### config.mk
export PLATFORM = sky130hd
export DESIGN_NAME = epoch_ms_to_local_calendar
export DESIGN_NICKNAME = d
export VERILOG_FILES = /design/src/hw/rtl/em2c_pkg.sv /design/src/hw/rtl/epoch_ms_to_local_calendar.sv /design/src/hw/rtl/em2c_pipe_ctrl.sv /design/src/hw/rtl/em2c_day_split.sv /design/src/hw/rtl/em2c_civil_date.sv /design/src/hw/rtl/em2c_time_of_day.sv
export SDC_FILE = /design/constraint.sdc
export NUM_CORES = 2
export LEC_CHECK = 0
export BUFFER_PORTS_ARGS = -buffer_cell sky130_fd_sc_hd__buf_2
export CAP_MARGIN = 25
export CELL_PAD_IN_SITES_DETAIL_PLACEMENT = 2
export CELL_PAD_IN_SITES_GLOBAL_PLACEMENT = 2
export CORE_MARGIN = 2
export CORE_UTILIZATION = 41
export CTS_BUF_LIST = sky130_fd_sc_hd__clkbuf_8 sky130_fd_sc_hd__clkbuf_16
export CTS_CLUSTER_DIAMETER = 60
export DETAILED_ROUTE_END_ITERATION = 10
export GPL_ROUTABILITY_DRIVEN = 0
export HOLD_SLACK_MARGIN = 0.03
export PLACE_DENSITY = 0.94
export SYNTH_ARGS = -nofsm -noshare
export SYNTH_HDL_FRONTEND = slang
export SYNTH_SLANG_ARGS = --single-unit
### constraint.sdc
create_clock -name clk -period 14.48 [get_ports clk]
set_input_delay 2.896 -clock clk [delete_from_list [all_inputs] [get_ports clk]]
set_output_delay 2.896 -clock clk [all_outputs]
set_load 0.01 [all_outputs]
### src/hw/rtl/em2c_pkg.sv
// Shared constants, types and tables of the epoch-to-calendar pipeline.
package em2c_pkg;

  // Pipeline layout: one add stage, four day-division stages, seven branch stages.
  localparam int NUM_STAGES = 12;
  localparam int DAY_FIRST  = 1;
  localparam int DAY_STAGES = 4;
  localparam int BR_FIRST   = 5;

  typedef struct packed {
    logic [NUM_STAGES-1:0] ld;
  } em2c_pipe_t;

  // Configuration.
  localparam logic       REG_TZ        = 1'b0;
  localparam logic [6:0] TZ_RESET      = 7'd22;
  localparam logic signed [26:0] MS_PER_QUARTER = 27'sd900000;
  localparam logic signed [26:0] OFFSET_RESET   = 27'sd19800000;

  // Milliseconds per day is 84375 shifted left by ten.
  localparam int          DAY_SHIFT            = 10;
  localparam logic [17:0] DAY_DIV              = 18'd84375;
  localparam int          DAY_STEPS            = 22;
  localparam int          DAY_STEPS_PER_STAGE  = 6;

  // Civil date constants.
  localparam logic [21:0] DAYS_SHIFT   = 22'd719468;
  localparam logic [18:0] ERA_DAYS     = 19'd146097;
  localparam logic [11:0] QUAD_DAYS    = 12'd1460;
  localparam logic [16:0] CENT_DAYS    = 17'd36524;
  localparam logic [17:0] ERA_LAST_DAY = 18'd146096;
  localparam logic [9:0]  YEAR_DAYS    = 10'd365;
  localparam int          YOE_STEPS_A  = 4;
  localparam int          YOE_STEPS_B  = 5;
  localparam logic [8:0]  MP_DIV       = 9'd153;

  // Time of day: seconds are milliseconds shifted right by three, then over 125.
  localparam logic [7:0]  SEC_DIV             = 8'd125;
  localparam int          TOD_STEPS           = 17;
  localparam int          TOD_STEPS_PER_STAGE = 6;
  localparam int          TOD_STAGES          = 3;
  localparam logic [12:0] SECS_PER_HOUR       = 13'd3600;
  localparam logic [6:0]  SECS_PER_MIN        = 7'd60;

  // First day of each March-based month within the year.
  function automatic logic [8:0] month_base(input logic [3:0] mp);
    logic [8:0] base;
    case (mp)
      4'd0:    base = 9'd0;
      4'd1:    base = 9'd31;
      4'd2:    base = 9'd61;
      4'd3:    base = 9'd92;
      4'd4:    base = 9'd122;
      4'd5:    base = 9'd153;
      4'd6:    base = 9'd184;
      4'd7:    base = 9'd214;
      4'd8:    base = 9'd245;
      4'd9:    base = 9'd275;
      4'd10:   base = 9'd306;
      4'd11:   base = 9'd337;
      default: base = 9'd0;
    endcase
    return base;
  endfunction

endpackage

### src/hw/rtl/epoch_ms_to_local_calendar.sv
// Top level: UTC millisecond timestamps to local Gregorian date and time of day.
// Each transaction on the input stream carries a 48-bit count of UTC milliseconds since
// 1970; the block adds the time-zone offset held in register 0 (signed quarter hours,
// reset +22) and returns one result transaction with year, month, day, hour, minute and
// second, milliseconds dropped. A local time before 1970 sets the error flag in tuser and
// zeroes every other field. The pipeline takes one transaction per clock while the output is
// not stalled and has twelve register stages; that depth comes from the restoring division
// stages that split milliseconds into days and then days into eras, years and months.
// Write the offset only while no transaction is in flight.
module epoch_ms_to_local_calendar import em2c_pkg::*; (
  input  logic        clk,
  input  logic        rst,
  // APB-style configuration port
  input  logic        psel,
  input  logic        penable,
  input  logic        pwrite,
  input  logic [2:0]  paddr,
  input  logic [31:0] pwdata,
  output logic [31:0] prdata,
  output logic        pready,
  // Input stream
  input  logic        s_tvalid,
  output logic        s_tready,
  input  logic [47:0] s_tdata,   // [47:0] UTC milliseconds
  // Output stream
  output logic        m_tvalid,
  input  logic        m_tready,
  output logic [39:0] m_tdata,   // [13:0] year, [17:14] month, [22:18] day,
                                 // [27:23] hour, [33:28] minute, [39:34] second
  output logic [0:0]  m_tuser    // [0] error
);

  logic [6:0]         tz_quarter_hours;
  logic signed [26:0] offset_ms;
  em2c_pipe_t         ctrl;

  logic        split_err;
  logic [21:0] days;
  logic [26:0] msod;
  logic        res_err;
  logic [13:0] year;
  logic [3:0]  month;
  logic [4:0]  day;
  logic [4:0]  hour;
  logic [5:0]  minute;
  logic [5:0]  second;

  // The offset in milliseconds is formed when the register is written.
  always_ff @(posedge clk) begin
    if (rst) begin
      tz_quarter_hours <= TZ_RESET;
      offset_ms        <= OFFSET_RESET;
    end else if (psel && penable && pwrite && pready && paddr[2] == REG_TZ) begin
      tz_quarter_hours <= pwdata[6:0];
      offset_ms        <= 27'(signed'(pwdata[6:0])) * MS_PER_QUARTER;
    end
  end

  assign pready = 1'b1;
  assign prdata = (paddr[2] == REG_TZ) ? {25'd0, tz_quarter_hours} : 32'd0;

  em2c_pipe_ctrl u_ctrl (
    .clk      (clk),
    .rst      (rst),
    .s_tvalid (s_tvalid),
    .m_tready (m_tready),
    .s_tready (s_tready),
    .m_tvalid (m_tvalid),
    .ctrl     (ctrl)
  );

  em2c_day_split u_split (
    .clk       (clk),
    .ctrl      (ctrl),
    .utc_ms    (s_tdata),
    .offset_ms (offset_ms),
    .err       (split_err),
    .days      (days),
    .msod      (msod)
  );

  em2c_civil_date u_date (
    .clk    (clk),
    .ctrl   (ctrl),
    .err_in (split_err),
    .days   (days),
    .err    (res_err),
    .year   (year),
    .month  (month),
    .day    (day)
  );

  em2c_time_of_day u_tod (
    .clk    (clk),
    .ctrl   (ctrl),
    .msod   (msod),
    .hour   (hour),
    .minute (minute),
    .second (second)
  );

  assign m_tdata = res_err ? 40'd0 : {second, minute, hour, day, month, year};
  assign m_tuser = res_err;

endmodule

### src/hw/rtl/em2c_pipe_ctrl.sv
// Valid bits and per-stage load enables of the conversion pipeline.
module em2c_pipe_ctrl import em2c_pkg::*; (
  input  logic       clk,
  input  logic       rst,
  input  logic       s_tvalid,
  input  logic       m_tready,
  output logic       s_tready,
  output logic       m_tvalid,
  output em2c_pipe_t ctrl
);

  logic [NUM_STAGES-1:0] vld;
  logic [NUM_STAGES-1:0] vld_next;
  logic [NUM_STAGES-1:0] ld;

  // A stage may load when it is empty or when its contents move on, so bubbles collapse.
  always_comb begin
    ld[NUM_STAGES-1] = !vld[NUM_STAGES-1] || m_tready;
    for (int k = NUM_STAGES - 2; k >= 0; k--) begin
      ld[k] = !vld[k] || ld[k+1];
    end
  end

  always_comb begin
    vld_next = vld;
    if (ld[0]) begin
      vld_next[0] = s_tvalid;
    end
    for (int k = 1; k < NUM_STAGES; k++) begin
      if (ld[k]) begin
        vld_next[k] = vld[k-1];
      end
    end
  end

  always_ff @(posedge clk) begin
    if (rst) begin
      vld <= '0;
    end else begin
      vld <= vld_next;
    end
  end

  assign ctrl.ld  = ld;
  assign s_tready = ld[0];
  assign m_tvalid = vld[NUM_STAGES-1];

endmodule

### src/hw/rtl/em2c_day_split.sv
// Offset add and restoring division of local milliseconds into whole days and time of day.
module em2c_day_split import em2c_pkg::*; (
  input  logic               clk,
  input  em2c_pipe_t         ctrl,
  input  logic [47:0]        utc_ms,
  input  logic signed [26:0] offset_ms,
  output logic               err,
  output logic [21:0]        days,
  output logic [26:0]        msod
);

  logic signed [49:0] loc_ms;

  // Index 0 holds the add stage, indexes 1 to 4 the division stages.
  logic        err_q [DAY_STAGES+1];
  logic [9:0]  low_q [DAY_STAGES+1];
  logic [16:0] rem_q [DAY_STAGES+1];
  logic [21:0] pq_q  [DAY_STAGES+1];

  assign loc_ms = signed'({2'b00, utc_ms}) + 50'(offset_ms);

  // The quotient is below 2^22, so the top 17 bits already sit below the divisor.
  always_ff @(posedge clk) begin
    if (ctrl.ld[0]) begin
      err_q[0] <= loc_ms[49];
      low_q[0] <= loc_ms[DAY_SHIFT-1:0];
      rem_q[0] <= loc_ms[48:32];
      pq_q[0]  <= loc_ms[31:DAY_SHIFT];
    end
  end

  // The pq register shifts dividend bits out at the top and quotient bits in at the bottom.
  for (genvar s = 0; s < DAY_STAGES; s++) begin : g_div
    logic [16:0] rem_n;
    logic [21:0] pq_n;
    logic [17:0] trial;

    always_comb begin
      rem_n = rem_q[s];
      pq_n  = pq_q[s];
      trial = '0;
      for (int j = 0; j < DAY_STEPS_PER_STAGE; j++) begin
        if (s * DAY_STEPS_PER_STAGE + j < DAY_STEPS) begin
          trial = {rem_n, pq_n[21]};
          pq_n  = {pq_n[20:0], trial >= DAY_DIV};
          if (pq_n[0]) begin
            rem_n = 17'(trial - DAY_DIV);
          end else begin
            rem_n = trial[16:0];
          end
        end
      end
    end

    always_ff @(posedge clk) begin
      if (ctrl.ld[DAY_FIRST+s]) begin
        err_q[s+1] <= err_q[s];
        low_q[s+1] <= low_q[s];
        rem_q[s+1] <= rem_n;
        pq_q[s+1]  <= pq_n;
      end
    end
  end

  assign err  = err_q[DAY_STAGES];
  assign days = pq_q[DAY_STAGES];
  assign msod = {rem_q[DAY_STAGES], low_q[DAY_STAGES]};

endmodule

### src/hw/rtl/em2c_civil_date.sv
// Days since 1970 to proleptic Gregorian year, month and day over seven stages.
module em2c_civil_date import em2c_pkg::*; (
  input  logic        clk,
  input  em2c_pipe_t  ctrl,
  input  logic        err_in,
  input  logic [21:0] days,
  output logic        err,
  output logic [13:0] year,
  output logic [3:0]  month,
  output logic [4:0]  day
);

  // Stage 1: shift to the March-based epoch, split into eras.
  logic [21:0] dd;
  logic [17:0] er_rem;
  logic [4:0]  er_pq;
  logic [18:0] er_trial;
  logic        c1_err;
  logic [4:0]  c1_era;
  logic [17:0] c1_doe;

  always_comb begin
    dd       = days + DAYS_SHIFT;
    er_rem   = {1'b0, dd[21:5]};
    er_pq    = dd[4:0];
    er_trial = '0;
    for (int j = 0; j < 5; j++) begin
      er_trial = {er_rem, er_pq[4]};
      er_pq    = {er_pq[3:0], er_trial >= ERA_DAYS};
      if (er_pq[0]) begin
        er_rem = 18'(er_trial - ERA_DAYS);
      end else begin
        er_rem = er_trial[17:0];
      end
    end
  end

  always_ff @(posedge clk) begin
    if (ctrl.ld[BR_FIRST]) begin
      c1_err <= err_in;
      c1_era <= er_pq;
      c1_doe <= er_rem;
    end
  end

  // Stage 2: leap corrections, day of era over 1460, over 36524, and the era's last day.
  logic [10:0] qa_rem;
  logic [6:0]  qa_pq;
  logic [11:0] qa_trial;
  logic [15:0] qb_rem;
  logic [2:0]  qb_pq;
  logic [16:0] qb_trial;
  logic        c2_err;
  logic [4:0]  c2_era;
  logic [17:0] c2_doe;
  logic [6:0]  c2_a;
  logic [2:0]  c2_b;
  logic        c2_c;

  always_comb begin
    qa_rem   = c1_doe[17:7];
    qa_pq    = c1_doe[6:0];
    qa_trial = '0;
    for (int j = 0; j < 7; j++) begin
      qa_trial = {qa_rem, qa_pq[6]};
      qa_pq    = {qa_pq[5:0], qa_trial >= QUAD_DAYS};
      if (qa_pq[0]) begin
        qa_rem = 11'(qa_trial - QUAD_DAYS);
      end else begin
        qa_rem = qa_trial[10:0];
      end
    end
    qb_rem   = {1'b0, c1_doe[17:3]};
    qb_pq    = c1_doe[2:0];
    qb_trial = '0;
    for (int j = 0; j < 3; j++) begin
      qb_trial = {qb_rem, qb_pq[2]};
      qb_pq    = {qb_pq[1:0], qb_trial >= CENT_DAYS};
      if (qb_pq[0]) begin
        qb_rem = 16'(qb_trial - CENT_DAYS);
      end else begin
        qb_rem = qb_trial[15:0];
      end
    end
  end

  always_ff @(posedge clk) begin
    if (ctrl.ld[BR_FIRST+1]) begin
      c2_err <= c1_err;
      c2_era <= c1_era;
      c2_doe <= c1_doe;
      c2_a   <= qa_pq;
      c2_b   <= qb_pq;
      c2_c   <= (c1_doe == ERA_LAST_DAY);
    end
  end

  // Stages 3 and 4: year of era, a restoring division by 365 split over two stages.
  logic [17:0] num;
  logic [8:0]  ya_rem;
  logic [8:0]  ya_pq;
  logic [9:0]  ya_trial;
  logic        c3_err;
  logic [4:0]  c3_era;
  logic [17:0] c3_doe;
  logic [8:0]  c3_rem;
  logic [8:0]  c3_pq;

  always_comb begin
    num      = c2_doe - 18'(c2_a) + 18'(c2_b) - 18'(c2_c);
    ya_rem   = num[17:9];
    ya_pq    = num[8:0];
    ya_trial = '0;
    for (int j = 0; j < YOE_STEPS_A; j++) begin
      ya_trial = {ya_rem, ya_pq[8]};
      ya_pq    = {ya_pq[7:0], ya_trial >= YEAR_DAYS};
      if (ya_pq[0]) begin
        ya_rem = 9'(ya_trial - YEAR_DAYS);
      end else begin
        ya_rem = ya_trial[8:0];
      end
    end
  end

  always_ff @(posedge clk) begin
    if (ctrl.ld[BR_FIRST+2]) begin
      c3_err <= c2_err;
      c3_era <= c2_era;
      c3_doe <= c2_doe;
      c3_rem <= ya_rem;
      c3_pq  <= ya_pq;
    end
  end

  logic [8:0] yb_rem;
  logic [8:0] yb_pq;
  logic [9:0] yb_trial;
  logic       c4_err;
  logic [4:0] c4_era;
  logic [17:0] c4_doe;
  logic [8:0] c4_yoe;

  always_comb begin
    yb_rem   = c3_rem;
    yb_pq    = c3_pq;
    yb_trial = '0;
    for (int j = 0; j < YOE_STEPS_B; j++) begin
      yb_trial = {yb_rem, yb_pq[8]};
      yb_pq    = {yb_pq[7:0], yb_trial >= YEAR_DAYS};
      if (yb_pq[0]) begin
        yb_rem = 9'(yb_trial - YEAR_DAYS);
      end else begin
        yb_rem = yb_trial[8:0];
      end
    end
  end

  always_ff @(posedge clk) begin
    if (ctrl.ld[BR_FIRST+3]) begin
      c4_err <= c3_err;
      c4_era <= c3_era;
      c4_doe <= c3_doe;
      c4_yoe <= yb_pq;
    end
  end

  // Stage 5: day of the March-based year.
  logic [1:0]  cent;
  logic [17:0] doy_full;
  logic        c5_err;
  logic [4:0]  c5_era;
  logic [8:0]  c5_yoe;
  logic [8:0]  c5_doy;

  always_comb begin
    if (c4_yoe >= 9'd300) begin
      cent = 2'd3;
    end else if (c4_yoe >= 9'd200) begin
      cent = 2'd2;
    end else if (c4_yoe >= 9'd100) begin
      cent = 2'd1;
    end else begin
      cent = 2'd0;
    end
    doy_full = c4_doe - (18'(c4_yoe) * 18'(YEAR_DAYS) + 18'(c4_yoe[8:2]) - 18'(cent));
  end

  always_ff @(posedge clk) begin
    if (ctrl.ld[BR_FIRST+4]) begin
      c5_err <= c4_err;
      c5_era <= c4_era;
      c5_yoe <= c4_yoe;
      c5_doy <= doy_full[8:0];
    end
  end

  // Stage 6: March-based month index, (5 * doy + 2) over 153.
  logic [10:0] mt;
  logic [7:0]  mp_rem;
  logic [3:0]  mp_pq;
  logic [8:0]  mp_trial;
  logic        c6_err;
  logic [4:0]  c6_era;
  logic [8:0]  c6_yoe;
  logic [8:0]  c6_doy;
  logic [3:0]  c6_mp;

  always_comb begin
    mt       = 11'(c5_doy) * 11'd5 + 11'd2;
    mp_rem   = {1'b0, mt[10:4]};
    mp_pq    = mt[3:0];
    mp_trial = '0;
    for (int j = 0; j < 4; j++) begin
      mp_trial = {mp_rem, mp_pq[3]};
      mp_pq    = {mp_pq[2:0], mp_trial >= MP_DIV};
      if (mp_pq[0]) begin
        mp_rem = 8'(mp_trial - MP_DIV);
      end else begin
        mp_rem = mp_trial[7:0];
      end
    end
  end

  always_ff @(posedge clk) begin
    if (ctrl.ld[BR_FIRST+5]) begin
      c6_err <= c5_err;
      c6_era <= c5_era;
      c6_yoe <= c5_yoe;
      c6_doy <= c5_doy;
      c6_mp  <= mp_pq;
    end
  end

  // Stage 7: calendar day, month and year; January and February belong to the next year.
  logic [8:0]  dom;
  logic [3:0]  mon;
  logic [13:0] yr;

  always_comb begin
    dom = c6_doy - month_base(c6_mp) + 9'd1;
    if (c6_mp < 4'd10) begin
      mon = c6_mp + 4'd3;
    end else begin
      mon = c6_mp - 4'd9;
    end
    yr = 14'(c6_yoe) + 14'(c6_era) * 14'd400 + 14'(mon <= 4'd2);
  end

  always_ff @(posedge clk) begin
    if (ctrl.ld[BR_FIRST+6]) begin
      err   <= c6_err;
      year  <= yr;
      month <= mon;
      day   <= dom[4:0];
    end
  end

endmodule

### src/hw/rtl/em2c_time_of_day.sv
// Milliseconds of the day to hour, minute and second over seven stages.
module em2c_time_of_day import em2c_pkg::*; (
  input  logic        clk,
  input  em2c_pipe_t  ctrl,
  input  logic [26:0] msod,
  output logic [4:0]  hour,
  output logic [5:0]  minute,
  output logic [5:0]  second
);

  // Seconds of the day: drop three low bits, then divide by 125 over three stages.
  logic [6:0]  tq_rem [TOD_STAGES];
  logic [16:0] tq_pq  [TOD_STAGES];

  for (genvar s = 0; s < TOD_STAGES; s++) begin : g_sec
    logic [6:0]  src_rem;
    logic [16:0] src_pq;
    logic [6:0]  rem_n;
    logic [16:0] pq_n;
    logic [7:0]  trial;

    if (s == 0) begin : g_src
      assign src_rem = msod[26:20];
      assign src_pq  = msod[19:3];
    end else begin : g_src
      assign src_rem = tq_rem[s-1];
      assign src_pq  = tq_pq[s-1];
    end

    always_comb begin
      rem_n = src_rem;
      pq_n  = src_pq;
      trial = '0;
      for (int j = 0; j < TOD_STEPS_PER_STAGE; j++) begin
        if (s * TOD_STEPS_PER_STAGE + j < TOD_STEPS) begin
          trial = {rem_n, pq_n[16]};
          pq_n  = {pq_n[15:0], trial >= SEC_DIV};
          if (pq_n[0]) begin
            rem_n = 7'(trial - SEC_DIV);
          end else begin
            rem_n = trial[6:0];
          end
        end
      end
    end

    always_ff @(posedge clk) begin
      if (ctrl.ld[BR_FIRST+s]) begin
        tq_rem[s] <= rem_n;
        tq_pq[s]  <= pq_n;
      end
    end
  end

  // Hours: seconds of the day over 3600.
  logic [16:0] secs;
  logic [11:0] h_rem;
  logic [4:0]  h_pq;
  logic [12:0] h_trial;
  logic [4:0]  t4_hour;
  logic [11:0] t4_srem;

  assign secs = tq_pq[TOD_STAGES-1];

  always_comb begin
    h_rem   = secs[16:5];
    h_pq    = secs[4:0];
    h_trial = '0;
    for (int j = 0; j < 5; j++) begin
      h_trial = {h_rem, h_pq[4]};
      h_pq    = {h_pq[3:0], h_trial >= SECS_PER_HOUR};
      if (h_pq[0]) begin
        h_rem = 12'(h_trial - SECS_PER_HOUR);
      end else begin
        h_rem = h_trial[11:0];
      end
    end
  end

  always_ff @(posedge clk) begin
    if (ctrl.ld[BR_FIRST+3]) begin
      t4_hour <= h_pq;
      t4_srem <= h_rem;
    end
  end

  // Minutes and seconds: seconds of the hour over 60.
  logic [5:0] m_rem;
  logic [5:0] m_pq;
  logic [6:0] m_trial;
  logic [4:0] t5_hour;
  logic [5:0] t5_min;
  logic [5:0] t5_sec;

  always_comb begin
    m_rem   = t4_srem[11:6];
    m_pq    = t4_srem[5:0];
    m_trial = '0;
    for (int j = 0; j < 6; j++) begin
      m_trial = {m_rem, m_pq[5]};
      m_pq    = {m_pq[4:0], m_trial >= SECS_PER_MIN};
      if (m_pq[0]) begin
        m_rem = 6'(m_trial - SECS_PER_MIN);
      end else begin
        m_rem = m_trial[5:0];
      end
    end
  end

  always_ff @(posedge clk) begin
    if (ctrl.ld[BR_FIRST+4]) begin
      t5_hour <= t4_hour;
      t5_min  <= m_pq;
      t5_sec  <= m_rem;
    end
  end

  // Two delay stages keep this branch level with the date branch.
  logic [4:0] t6_hour;
  logic [5:0] t6_min;
  logic [5:0] t6_sec;

  always_ff @(posedge clk) begin
    if (ctrl.ld[BR_FIRST+5]) begin
      t6_hour <= t5_hour;
      t6_min  <= t5_min;
      t6_sec  <= t5_sec;
    end
    if (ctrl.ld[BR_FIRST+6]) begin
      hour   <= t6_hour;
      minute <= t6_min;
      second <= t6_sec;
    end
  end

endmodule

==> flow_metrics.tcl <==
set metrics [dict create \
    outcome "finished, violations left" \
    violations "negative setup slack" \
    multiInputGateArea_sq_um 38300 \
    cp_slowest_cell "nor2_1" \
    min_period_ns 14.90 \
    grt_pass1_vias 67800 \
    hold_violations 0 \
    critPathMaxFanout 19 \
    clk_latency_ns 0.82 \
    cts-hold-fix-buffers 0 \
    rsz0062_at_grt "true" \
    fill_cells 14900 \
    cts_made_buffers 86 \
    setup_viol 17 \
    endpoint_kind "flip-flop" \
    path_clk_slew_ns 0.07 \
    htree_levels 3 \
    start_util_pct 41.2 \
    place_hpwl_mm 179 \
    async_flop_share_pct 0 \
    wl_per_cell_um 36.5 \
    die_height_um 381 \
    hold_class "flip-flop to flip-flop" \
    cp-start-kind "flip-flop" \
    max_freq_mhz 67.1 \
    cp.arrival_ns 15.42 \
    cts-root-buf "clkbuf_16" \
    tritoncts "done" \
    synth-seq-area-share_pct 30.1 \
    synth_top_cell_by_area "edfxtp_1" \
    max_stage_delay_ns 1.06 \
    via_per_inst 7.31 \
    grt_pass1_wl_mm 445 \
    nets 7167 \
    grt_overflow 0 \
    areaGrowthSynthToFinish_pct 9.53 \
    clk_path_buf_depth 3 \
    io_buffers 109 \
    route.detailed.drc 0 \
    ys_types 148 \
    grt_usage_pct 39.1 \
    seq_area_sq_um 17600 \
    wl_mm 316 \
    tns_ns -3.60 \
    finalCritPeriodShare_pct 103 \
    synth_commonest_cells "nand2_1 (563), xnor2_1 (561), edfxtp_1 (556), nor2_1 (531), a21oi_1 (404)" \
    path_class "flip-flop to flip-flop" \
    grt_max_degree 62 \
    die-area_sq_um 145000 \
    drtIter0Drc 7670 \
    io_pins 166 \
    ant_nets 0 \
    pre_cts_ws_ns 0.150 \
    fin_util_pct 45.2 \
    die_w_um 381 \
    yosys_most_used_dff "edfxtp_1" \
    skew_ns 0.0558 \
    ys_warn_count 0 \
    cts.sink_count 600 \
    row_count 138 \
    drv_slew 0 \
    syn_area_sq_um 58300 \
    crit_required_ns 15.00 \
    core-area_sq_um 141000 \
    setup_slack_ns -0.419 \
    worst_slew_pin_slew_ns 1.25 \
    drt_pre_antenna_iters 8 \
    num_vias 63300 \
    synth_area_per_cell_sq_um 8.79 \
    synth_top_area_share_pct 28.6 \
    antenna_found_initial 20 \
    yosysMostFrequentCell "nand2_1" \
    relSlewSlack_pct 14.4 \
    drv_cap 0 \
    layout-drive-gt1-share_pct 8.98 \
    ys_top_cells_by_area "edfxtp_1 (29%), xnor2_1 (8.4%), ha_1 (7.2%), nand2_1 (3.6%), a21oi_1 (3.5%)" \
    syn_inst 6637 \
    synth_seq_cells 600 \
    synth_edf_count 556 \
]
## layout make-up
class	count	area share, %
clock inverters	71	1.25
multi-input cells	5423	60.0
inverters	413	2.44
well taps	1890	3.70
clock buffers	90	3.47
diodes	11	0.0431
flip-flops and latches	600	27.5
repair buffers	165	1.60
## layout by cell type, fill, tap and decap left out, types with 80 or more instances in the layout
cell / instances
and2_1: 80
nor2b_1: 124
nor3_1: 179
xnor2_1: 556
a21oi_1: 404
inv_1: 401
nor2_1: 531
mux2i_1: 114
ha_1: 331
nand3_1: 200
o211ai_1: 84
o21ai_0: 314
clkbuf_16: 87
nand2_1: 559
edfxtp_1: 556
a21o_1: 95
a31oi_1: 97
nand2b_1: 85
buf_2: 111
xor2_1: 206
## cell families after synthesis
kind of cell / Yosys count / synth area share (%)
adder cells (fa/ha/maj): 388 / 9.02
multiplexers: 179 / 3.24
other: 2 / 0.0129
flip-flops: 600 / 30.1
XOR/XNOR: 772 / 11.7
AO/OA/AOI/OAI: 1809 / 21.8
AND/OR/NAND/NOR: 2248 / 19.4
buffers and inverters: 639 / 4.70
## critical path: cells and delay by family (launching register included)
| family | cells | cell delay (ns) |
|---|---|---|
| multiplexers | 1 | 0.25 |
| buffers and inverters | 2 | 0.50 |
| adder cells (fa/ha/maj) | 2 | 0.57 |
| XOR/XNOR | 4 | 1.62 |
| AO/OA/AOI/OAI | 15 | 6.56 |
| flip-flops | 1 | 0.74 |
| AND/OR/NAND/NOR | 8 | 4.32 |
## repair_timing
| item | CTS | global route |
|---|---|---|
| gates cloned | 0 | 1 |
| setup buffers | 2 | 6 |
| endpoints found under the setup margin | 34 | 71 |
| pin swaps | 1 | 5 |
| gates resized for setup | 9 | 21 |
## final timing paths
path | startpoint | endpoint | slack [ns] | cells past startpoint
max reg2reg | u_split.pq_q[0][90]$_DFFE_PP_ | u_date.c1_doe[13]$_DFFE_PP_ | -0.42 | 32
min | u_tod.t6_min[2]$_DFFE_PN_ | u_tod.minute[2]$_DFFE_PP_ | 0.39 | 0
min reg2reg | u_tod.t6_min[2]$_DFFE_PN_ | u_tod.minute[2]$_DFFE_PP_ | 0.39 | 0
max | u_split.pq_q[0][90]$_DFFE_PP_ | u_date.c1_doe[13]$_DFFE_PP_ | -0.42 | 32
## state kept, by name, indices dropped and copies added, names as in the netlist, 7 cells and up, named ones only
| signal | count |
|---|---|
| offset_ms | 20 |
| u_date.c1_doe | 18 |
| u_date.c2_a | 7 |
| u_date.c3_doe | 9 |
| u_date.c5_yoe | 9 |
| u_date.c5_doy | 9 |
| u_date.year | 14 |
| u_date.c4_doe | 9 |
| u_split.low_q | 35 |
| u_split.pq_q | 110 |
| u_ctrl.vld | 12 |
| u_date.c3_rem | 9 |
| u_date.c4_yoe | 9 |
| u_tod.tq_pq | 51 |
| u_date.c2_doe | 18 |
| u_tod.t4_srem | 12 |
| u_split.rem_q | 85 |
| u_tod.tq_rem | 14 |
| u_date.c3_pq | 9 |
| tz_quarter_hours | 7 |
| u_date.c6_yoe | 9 |
## per-stage QoR
stage	area (sq um)	hold slack [ns]	std cells
global placement	60400	0.401	8464
CTS	63500	0.390	8630
global route	63900	0.417	8656
detailed placement	60400	0.406	8467
finish	63900	0.389	8663
floorplan	58400	0.400	6661
## metal layers
layer  vias up  share of wire [%]  GRT usage [%]
li1      24600                  -              -
met1     31200                 33           41.0
met2      5086                 47           68.6
met3      2456                8.5           8.12
met4        12                 11           29.9
met5         -              0.023              0
Power is left out: the tool's default activity adds up to more than one toggle a clock period on the data nets, which glitch-free logic cannot reach.
